**config.mk**
```make
export PLATFORM = sky130hd
export DESIGN_NAME = ilpm_luma
export DESIGN_NICKNAME = d
export VERILOG_FILES = /design/src/rtl/core/ilpm_pkg.sv /design/src/rtl/core/ilpm_luma.sv
export SDC_FILE = /design/constraint.sdc
export NUM_CORES = 1
export LEC_CHECK = 0
export BUFFER_PORTS_ARGS = -buffer_cell sky130_fd_sc_hd__buf_2
export CAP_MARGIN = 10
export CORE_UTILIZATION = 63
export CTS_CLUSTER_DIAMETER = 50
export DETAILED_ROUTE_END_ITERATION = 10
export HOLD_SLACK_MARGIN = 0.12
export PLACE_DENSITY = 0.94
export SYNTH_ARGS = -nofsm -noshare
export SYNTH_HDL_FRONTEND = slang
export SYNTH_SLANG_ARGS = --single-unit
```
**constraint.sdc**
```tcl
create_clock -name clk -period 12.61 [get_ports clk]
set_input_delay 3.1525 -clock clk [delete_from_list [all_inputs] [get_ports clk]]
set_output_delay 3.1525 -clock clk [all_outputs]
set_load 0.1 [all_outputs]
```
**src/rtl/core/ilpm_pkg.sv**
```systemverilog
// ilpm_pkg: shared types and constants for the inverted luma palette match core
// item structs for both channels, palette entry layout, opcodes and register indexes
// no dependencies
package ilpm_pkg;

  localparam int unsigned CfgWidth = 9;
  localparam int unsigned DistWidth = 18;

  // opcodes
  localparam logic OP_LOAD = 1'b0;
  localparam logic OP_MAP  = 1'b1;

  // configuration register indexes
  localparam logic [1:0] REG_GRAY_OFFSET  = 2'd0;
  localparam logic [1:0] REG_RED_WEIGHT   = 2'd1;
  localparam logic [1:0] REG_GREEN_WEIGHT = 2'd2;
  localparam logic [1:0] REG_BLUE_WEIGHT  = 2'd3;

  // reset values of the configuration registers
  localparam logic [8:0] GRAY_OFFSET_RST  = 9'd255;
  localparam logic [7:0] RED_WEIGHT_RST   = 8'd77;
  localparam logic [7:0] GREEN_WEIGHT_RST = 8'd150;
  localparam logic [7:0] BLUE_WEIGHT_RST  = 8'd29;

  typedef struct packed {
    logic       opcode;
    logic [7:0] entry_index;
    logic [7:0] red;
    logic [7:0] green;
    logic [7:0] blue;
    logic [7:0] expected_index;
  } in_item_t;

  typedef struct packed {
    logic [7:0]           gray_level;
    logic [7:0]           nearest_index;
    logic [DistWidth-1:0] best_distance;
    logic                 mismatch;
  } out_item_t;

  typedef struct packed {
    logic [7:0] red;
    logic [7:0] green;
    logic [7:0] blue;
  } pal_entry_t;

  // status of a finished palette sweep
  typedef struct packed {
    logic                 done;
    logic [7:0]           index;
    logic [DistWidth-1:0] distance;
  } sweep_res_t;

endpackage

```
**src/rtl/core/ilpm_luma.sv**
```systemverilog
// ilpm_luma: two-stage inverted luma unit, weighted products then sum, subtract and clamp
// depends on ilpm_pkg
module ilpm_luma (
  input  logic       clk,
  input  logic       rst,
  input  logic       start,
  input  logic [7:0] red,
  input  logic [7:0] green,
  input  logic [7:0] blue,
  input  logic [8:0] gray_offset,
  input  logic [7:0] red_weight,
  input  logic [7:0] green_weight,
  input  logic [7:0] blue_weight,
  output logic       gray_valid,
  output logic [7:0] gray
);
  import ilpm_pkg::*;

  logic        prod_valid;
  logic [15:0] prod_r;
  logic [15:0] prod_g;
  logic [15:0] prod_b;
  logic [7:0]  gray_next;

  always_ff @(posedge clk) begin
    if (rst) begin
      prod_valid <= 1'b0;
      gray_valid <= 1'b0;
    end else begin
      prod_valid <= start;
      gray_valid <= prod_valid;
    end
    prod_r <= red_weight * red;
    prod_g <= green_weight * green;
    prod_b <= blue_weight * blue;
    gray   <= gray_next;
  end

  always_comb begin
    logic [DistWidth-1:0] sum;
    logic [9:0]           luma;
    logic [9:0]           offs;
    logic [9:0]           diff;
    sum  = DistWidth'(prod_r) + DistWidth'(prod_g) + DistWidth'(prod_b);
    luma = sum[DistWidth-1:8];
    offs = {1'b0, gray_offset};
    diff = offs - luma;
    if (luma >= offs) begin
      gray_next = 8'd0;
    end else if (diff[9:8] != 2'b00) begin
      gray_next = 8'hFF;
    end else begin
      gray_next = diff[7:0];
    end
  end

endmodule

```
==> out/summary.txt <==
Req. time, crit path - 12.83 ns
final net count - 1352
Cell Area, Synth - 8690 sq um
CP max-delay cell - fa_1
global-route wire length before repair - 33100 um
pin count of the biggest net entering global routing - 12
synth unique cells - 50
drt first pass iters - 5
DR DRC count - 0
Slew Viols, Final - 0
ys flop type - dfxtp_1
I/O Buffers - 68
Synth async-reset ratio - 0
maximum clock path buffer count - 2
dpl cells - 1201
register area share after synthesis - 0.134
Yosys top cell by area - fa_1
most common cell in the synthesized netlist - inv_1
maximum single-stage delay on the critical path - 0.53 ns
number of DRC markers in iteration 0 - 400
Synth-to-Final Area Change - 9.74%
fin cells - 1217
fmax - 143 MHz
cells along the critical path - buf_2 > and2_1 > fa_1 > inv_1 > fa_1 > fa_1 > inv_1 > fa_1 > ha_1 > or2_2 > a21oi_1 > a21oi_1 > a211oi_1 > a21oi_1 > xnor2_1
type of origin of the critical path - input port
hold-critical path depth - 1
via/cell ratio - 5.63
reg2reg path depth - 16
fin crit share - 0.556
mean post-synth cell area - 9.03 sq um
max-cap violation count - 0
Crit path top cell by count - fa_1
initial core utilization - 0.651
unrepaired setup endpoints after global routing - false
WL final - 19100 um
Num Clock Sinks - 58
Crit. End Element - register
Vias - 6850
total gr overflow - 0
Post-Syn Nets - 1278
ant diodes - 0
Area contributors post-synth - fa_1 (29%), ha_1 (19%), dfxtp_1 (13%)
Die Height - 119 um
WP data arrival - 7.23 ns
CTS tree - built
Gate Count Post-Synth - 962
row count - 42
hold buffers post-CTS - 0
aggregate negative setup slack - 0 ns
wire per inst - 15.7 um
H-tree levels - 3
count of state elements after synthesis - 58
total die area - 14300 sq um
IO Pins - 69
post-CTS sizing - 0
share of cells above drive strength 1 - 0.104
Clk Latency, worst-skew pair - 0.33 ns
initial antenna violation count - 0
Clock Tree Root - clkbuf_16
Hold Fails Final Rpt - 0
die width - 119 um
CP Class - input port to register
setup bufs post-CTS - 0
gpl congestion - 0.891
Post-synth top cells - inv_1 (197), ha_1 (132), fa_1 (124)
endpoints failing setup - 0
Warnings, synthesis - 0
global-route usage over all layers - 0.291
clock slew at reported path FFs - 0.05 ns
final setup skew - 0.00852 ns
status - finished clean
minimum clock period - 7.01 ns
Post-DP HPWL - 14900 um
vias in the first global route - 7386
Worst Tran Pin Value - 0.512 ns
core footprint - 13300 sq um
Slew headroom - 0.653
EDFF count, synth - 0
Hold Crit Class - register to register
ANT nets after route - 0
Worst Path Max Fanout - 8
Num CTS Buffers - 9
Yosys top cell area share - 0.286
[worst max-delay path: cells and delay by family]
family / cells / cell delay (ns)
AND/OR/NAND/NOR: 2 / 0.50
buffers and inverters: 3 / 0.25
XOR/XNOR: 1 / 0.15
adder cells (fa/ha/maj): 5 / 2.25
AO/OA/AOI/OAI: 4 / 0.91
[sequential cells by signal, summed over array words and instances (netlist names)]
register,cells
prod_g,16
prod_b,16
prod_r,16
prod_valid,1
gray_valid,1
gray,8
[cells by family after synthesis]
kind of cell,after synthesis,share of synthesized area
xor gates and xnor gates,41,0.0413
adders and majority gates,256,0.476
buffers and inverters,202,0.0874
and+or+nand+nor,288,0.165
DFF,58,0.134
AOI/OAI and AO/OA,117,0.0971
[routing by layer]
layer  routed length, um  vias to the layer above  share of wire  track usage
li1                    -                     3194              -            -
met1                7800                     3272           0.41        0.348
met2                9400                      291           0.49        0.514
met3                1090                       93          0.057       0.0421
met4                 842                        0          0.044        0.136
met5                   0                        -              0            0
[worst paths after layout]
kind | end | from | slack [ns]
worst min-delay path | gray_valid | prod_valid | 0.44
worst max-delay path | prod_r[15] | red_weight[3] | 5.60
worst min register to register | gray_valid | prod_valid | 0.44
worst max register to register | gray[4] | prod_r[11] | 8.16
[per-stage QoR]
stage | hold slack, ns | cell area, sq um | util | worst slack [ns]
2_1_floorplan | 0.414 | 8690 | - | 5.61
3_3_place_gp | 0.420 | 9230 | 0.691 | 5.52
3_5_place_dp | 0.439 | 9230 | 0.691 | 5.44
4_1_cts | 0.447 | 9530 | 0.714 | 5.65
5_1_grt | 0.455 | 9530 | 0.714 | 5.45
6_report | 0.444 | 9530 | 0.714 | 5.60
[cell usage in the layout (no fill, tap or decap), types with 7 or more instances in the layout]
cell,count
a211oi_1,17
a21o_1,7
a21oi_1,28
and2_1,92
buf_2,68
clkbuf_16,9
dfxtp_1,58
fa_1,124
ha_1,132
inv_1,197
nand2_1,118
nand3_1,8
nor2_1,28
nor2b_1,8
nor3_1,8
o21a_1,9
o21ai_0,16
xnor2_1,34
xor2_1,7
[area by class of cell]
cell class | instances | area, sq um
Sequential cell | 58 | 1160
Timing Repair Buffer | 68 | 340
Multi-Input combinational cell | 702 | 6770
Clock buffer | 10 | 239
Tap cell | 176 | 220
Inverter | 197 | 739
Fill cell | 894 | 3820
Clock inverter | 6 | 66.3
Power is not shown: default switching activity piles up to over one toggle a cycle in this logic, so the estimate is an artifact.
