$ cat src/rtl/core/ilpm_pkg.sv
// ilpm_pkg: shared types and constants for the inverted luma palette match core
// item structs for both channels, palette entry layout, opcodes and register indexes
// no dependencies
package ilpm_pkg;

  localparam int unsigned CfgWidth = 9;
  localparam int unsigned DistWidth = 18;

  // opcodes
  localparam logic OP_LOAD = 1'b0;
  localparam logic OP_MAP  = 1'b1;

  // configuration register indexes
  localparam logic [1:0] REG_GRAY_OFFSET  = 2'd0;
  localparam logic [1:0] REG_RED_WEIGHT   = 2'd1;
  localparam logic [1:0] REG_GREEN_WEIGHT = 2'd2;
  localparam logic [1:0] REG_BLUE_WEIGHT  = 2'd3;

  // reset values of the configuration registers
  localparam logic [8:0] GRAY_OFFSET_RST  = 9'd255;
  localparam logic [7:0] RED_WEIGHT_RST   = 8'd77;
  localparam logic [7:0] GREEN_WEIGHT_RST = 8'd150;
  localparam logic [7:0] BLUE_WEIGHT_RST  = 8'd29;

  typedef struct packed {
    logic       opcode;
    logic [7:0] entry_index;
    logic [7:0] red;
    logic [7:0] green;
    logic [7:0] blue;
    logic [7:0] expected_index;
  } in_item_t;

  typedef struct packed {
    logic [7:0]           gray_level;
    logic [7:0]           nearest_index;
    logic [DistWidth-1:0] best_distance;
    logic                 mismatch;
  } out_item_t;

  typedef struct packed {
    logic [7:0] red;
    logic [7:0] green;
    logic [7:0] blue;
  } pal_entry_t;

  // status of a finished palette sweep
  typedef struct packed {
    logic                 done;
    logic [7:0]           index;
    logic [DistWidth-1:0] distance;
  } sweep_res_t;

endpackage

$ cat src/rtl/core/ilpm_sweep.sv
// ilpm_sweep: walks the palette one read a cycle and keeps the nearest entry
// depends on ilpm_pkg; drives the read port of ilpm_palette_mem
module ilpm_sweep #(
  parameter int unsigned ENTRIES = 256,
  parameter int unsigned AW = 8
) (
  input  logic                  clk,
  input  logic                  rst,
  input  logic                  start,
  input  logic [7:0]            gray,
  output logic                  rd_en,
  output logic [AW-1:0]         rd_addr,
  input  ilpm_pkg::pal_entry_t  rd_data,
  output ilpm_pkg::sweep_res_t  res
);
  import ilpm_pkg::*;

  localparam logic [AW-1:0] LastAddr = AW'(ENTRIES - 1);

  logic                 busy;
  logic [AW-1:0]        addr;
  logic                 s1_valid;
  logic                 s1_last;
  logic [AW-1:0]        s1_idx;
  logic                 s2_valid;
  logic                 s2_last;
  logic [AW-1:0]        s2_idx;
  logic [DistWidth-1:0] s2_dist;
  logic [DistWidth-1:0] dist_next;
  logic [AW-1:0]        best_idx;
  logic [DistWidth-1:0] best_dist;
  logic                 done;

  assign rd_en   = busy;
  assign rd_addr = addr;

  function automatic logic [15:0] sq_diff(input logic [7:0] a, input logic [7:0] b);
    logic [7:0] d;
    d = (a > b) ? (a - b) : (b - a);
    return d * d;
  endfunction

  always_comb begin
    dist_next = DistWidth'(sq_diff(rd_data.red, gray))
              + DistWidth'(sq_diff(rd_data.green, gray))
              + DistWidth'(sq_diff(rd_data.blue, gray));
  end

  always_ff @(posedge clk) begin
    if (rst) begin
      busy     <= 1'b0;
      addr     <= '0;
      s1_valid <= 1'b0;
      s2_valid <= 1'b0;
      done     <= 1'b0;
    end else begin
      if (start) begin
        busy <= 1'b1;
        addr <= '0;
      end else if (busy) begin
        addr <= addr + 1'b1;
        if (addr == LastAddr) begin
          busy <= 1'b0;
        end
      end
      s1_valid <= busy;
      s2_valid <= s1_valid;
      done     <= s2_valid && s2_last;
    end
    s1_idx  <= addr;
    s1_last <= (addr == LastAddr);
    s2_idx  <= s1_idx;
    s2_last <= s1_last;
    s2_dist <= dist_next;
    // first entry always taken, later ones only when strictly closer
    if (s2_valid && ((s2_idx == '0) || (s2_dist < best_dist))) begin
      best_idx  <= s2_idx;
      best_dist <= s2_dist;
    end
  end

  assign res.done     = done;
  assign res.index    = 8'(best_idx);
  assign res.distance = best_dist;

  a_addr_bound: assert property (@(posedge clk) disable iff (rst)
    busy |-> addr <= LastAddr)
    else $error("sweep address beyond palette");
  a_done_after_last: assert property (@(posedge clk) disable iff (rst)
    done |-> $past(s2_valid) && $past(s2_last))
    else $error("sweep done without last entry");
  a_no_restart: assert property (@(posedge clk) disable iff (rst)
    busy |-> !start)
    else $error("sweep restarted while busy");

endmodule

$ cat config.mk
export PLATFORM = sky130hd
export DESIGN_NAME = ilpm_sweep
export DESIGN_NICKNAME = d
export VERILOG_FILES = /design/src/rtl/core/ilpm_pkg.sv /design/src/rtl/core/ilpm_sweep.sv
export SDC_FILE = /design/constraint.sdc
export NUM_CORES = 1
export LEC_CHECK = 0
export ABC_AREA = 1
export CORE_ASPECT_RATIO = 1.1
export CORE_MARGIN = 8
export CORE_UTILIZATION = 50
export DETAILED_ROUTE_END_ITERATION = 7
export DONT_BUFFER_PORTS = 1
export PLACE_DENSITY = 0.65
export REMOVE_ABC_BUFFERS = 1
export SLEW_MARGIN = 20
export SYNTH_ARGS = -nofsm -noshare
export SYNTH_HDL_FRONTEND = slang
export SYNTH_SLANG_ARGS = --single-unit
export TNS_END_PERCENT = 1
$ cat constraint.sdc
create_clock -name clk -period 13.4 [get_ports clk]
set_input_delay 1.34 -clock clk [delete_from_list [all_inputs] [get_ports clk]]
set_output_delay 1.34 -clock clk [all_outputs]
set_load 0.1 [all_outputs]
==> run_results.csv <==
group,metric,value,unit
run_status,outcome,"completed",
floorplan,initial_utilization,50.73,%
clock_tree,hold_buffers,0,
final_layout,fill_cells,1957,
global_route,grt_max_degree,26,
critical_path,worst-path-max-fanout,10,
detailed_routing,wl_met2,11710,um
final_layout,final_common_cell,"inv_1",
sta,worst_slew_pin_slew,1.124,ns
floorplan,die_h,167.3,um
synth,seq_area_frac_synth,16.74,%
final_layout,final_cell_mix,"inv_1 (332), nand2_1 (231), ha_1 (142), fa_1 (139), nor2_1 (119)",
place,port_buffers,0,
global_route,antenna_found_initial,0,
synth,syn_area,10400,um2
clock_tree,path_clk_slew,0.06,ns
critical_path,crit_type,"input pin to flip-flop",
final_layout,drive_gt1_share,5.410,%
sta,fin_crit_sh,63.37,%
sta,rsz0062_at_grt,"false",
clock_tree,cts_buffers,9,
synth,yosys.area.top_type,"fa_1",
clock_tree,tritoncts,"built",
synth,yosys-top-cells-area,"fa_1 (27%), ha_1 (17%), inv_1 (12%), dfxtp_1 (9.2%), nand2_1 (8.3%)",
global_route,track_usage,19.01,%
sta,setup_viol,0,
synth,synth_cell_type_count,38,
clock_tree,cts_resized,0,
synth,syn_inst,1285,
critical_path,worstSetupStartpointType,"input pin",
final_layout,n_antenna_cell,0,
detailed_routing,via_count,7798,
synth,synth_top_cell_area_share,26.75,%
final_layout,area.growth.synth_to_final,5.581,%
detailed_routing,wl_met3,1008,um
run,drv_cap,0,
floorplan,io_pins,71,
place,gp_congestion,0.9080,
detailed_routing,wl_met1,10220,um
detailed_routing,firstDrtPassIters,5,
synth,async_flop_share,0,%
detailed_routing,wl_per_cell,15.18,um
synth,ys_seq_elements,74,
final_layout,post-route-cell-area,10980,um2
detailed_routing,totalWireLength,23530,um
worst_hold_path,min_path_type,"flip-flop to flip-flop",
clock_tree,max-clock-path-buffers,2,
clock_tree,root_buffer,"clkbuf_16",
sta,worst_clock_skew,0.008025,ns
floorplan,design.core.area,20510,um2
place,dp_hpwl,20740,um
clock_tree,post_cts_buffers,0,
sta,slew_violations,0,
synth,ys.flop_type,"dfxtp_1",
sta,slew_headroom,24.97,%
final_layout,nets,1605,
detailed_routing,drtIter0Drc,322,
final_layout,regArea,1742,um2
floorplan,design.die.area,25680,um2
detailed_routing,avgViaCountPerCell,5.031,
synth,syn_area_per_cell,8.095,um2
global_route,grt_pass1_wl,39760,um
critical_path,end_kind,"flip-flop",
synth,synth_edf_count,26,
synth,synth_warnings,0,
detailed_routing,drc,0,
critical_path,required,13.62,ns
clock_tree,clk_latency,0.33,ns
critical_path,cp.arrival,8.71,ns
clock_tree,clock_sinks,74,
floorplan,die_x,153.5,um
detailed_routing,antenna_left,0,
place,place_area,10680,um2
clock_tree,htreeDepth,3,
sta,timing.fmax,0.1178,GHz
detailed_routing,top_layer,"met4",
final_layout,multi_input_area,7298,um2
sta,hold_viol,0,
floorplan,rows,55,
global_route,overflow,0,
sta,hold_slack,0.3240,ns
sta,period_minus_slack,8.491,ns
global_route,grt_pass1_vias,8138,
sta,finalSetupTns,0,ns
-- through the flow --
stage	setup WS (ns)	cells	util [%]
4_1_cts	4.992	1550	53.56
6_report	4.909	1550	53.56
3_3_place_gp	4.690	1534	52.06
2_1_floorplan	5.573	1275	-
5_1_grt	4.391	1550	53.56
3_5_place_dp	4.643	1534	52.06
-- sequential cells by signal, indices dropped and copies added, names as in the netlist --
signal / count
done: 1
best_dist: 18
s1_last: 1
s2_idx: 8
s1_idx: 8
best_idx: 8
rd_addr: 8
s2_dist: 18
rd_en: 1
s1_valid: 1
s2_valid: 1
s2_last: 1
-- path summary, 6_finish.rpt --
kind | start | endpoint | slack (ns) | cells past startpoint
worst min-delay path | s1_idx[1] | s2_idx[1] | 0.32 | 0
worst min register to register | s1_idx[1] | s2_idx[1] | 0.32 | 0
worst max register to register | best_dist[11] | best_dist[0] | 10.54 | 10
worst max-delay path | gray[0] | s2_dist[17] | 4.91 | 28
-- kinds of logic after synthesis --
| kind of cell | count (synthesis) | share of synthesized area (%) |
|---|---|---|
| flops | 74 | 16.74 |
| compound gates | 95 | 5.389 |
| buf+inv | 354 | 13.13 |
| xor+xnor | 30 | 2.526 |
| fa+ha+maj | 281 | 43.83 |
| simple gates | 451 | 18.38 |
-- worst max-delay path: stages --
cell	delay, ns
inv_1	0.05
ha_1	0.57
inv_2	0.17
nor3_1	0.27
nand2_1	0.10
nand2_2	0.19
inv_2	0.11
nand2_1	0.08
nand2_1	0.23
inv_1	0.26
nand2_1	0.15
fa_1	0.52
fa_1	0.51
fa_1	0.52
inv_1	0.06
fa_1	0.46
fa_1	0.54
inv_1	0.05
fa_1	0.50
fa_1	0.54
inv_1	0.04
ha_1	0.34
nand2_1	0.08
o21ai_0	0.40
a21boi_0	0.22
nand3b_1	0.24
nand3_1	0.11
nand2_1	0.05
-- routing by layer --
layer / global-route usage [%] / up-vias
met2: 34.78 / 189
met5: 0 / -
met3: 2.163 / 40
li1: - / 3873
met4: 6.397 / 0
met1: 22.72 / 3696
-- final cells by class --
type,count,share of cell area [%]
Sequential cell,74,15.86
Timing Repair Buffer,3,0.2051
Multi-Input combinational cell,857,66.45
Clock buffer,9,2.051
Inverter,344,11.77
Tap cell,256,2.916
Clock inverter,7,0.7519
-- cell usage after synthesis (3+ instances only) --
cell type / count
edfxtp_1: 26
ha_1: 142
nor3_1: 11
a21oi_1: 43
fa_1: 139
buf_4: 7
nor2_1: 119
inv_2: 11
nand2_1: 231
nor4_1: 3
o21bai_1: 11
o21ai_0: 17
inv_1: 332
xor2_1: 18
a31oi_1: 3
o21a_1: 4
dfxtp_1: 48
nand2_4: 3
nand4_1: 10
nand3_1: 43
nand2_2: 20
xnor2_1: 12
a21o_1: 4
o21ai_2: 4
or2_2: 3
nor2_2: 3
Power is left out: the tool's default activity adds up to more than one toggle a clock period on the data nets, which glitch-free logic cannot reach.
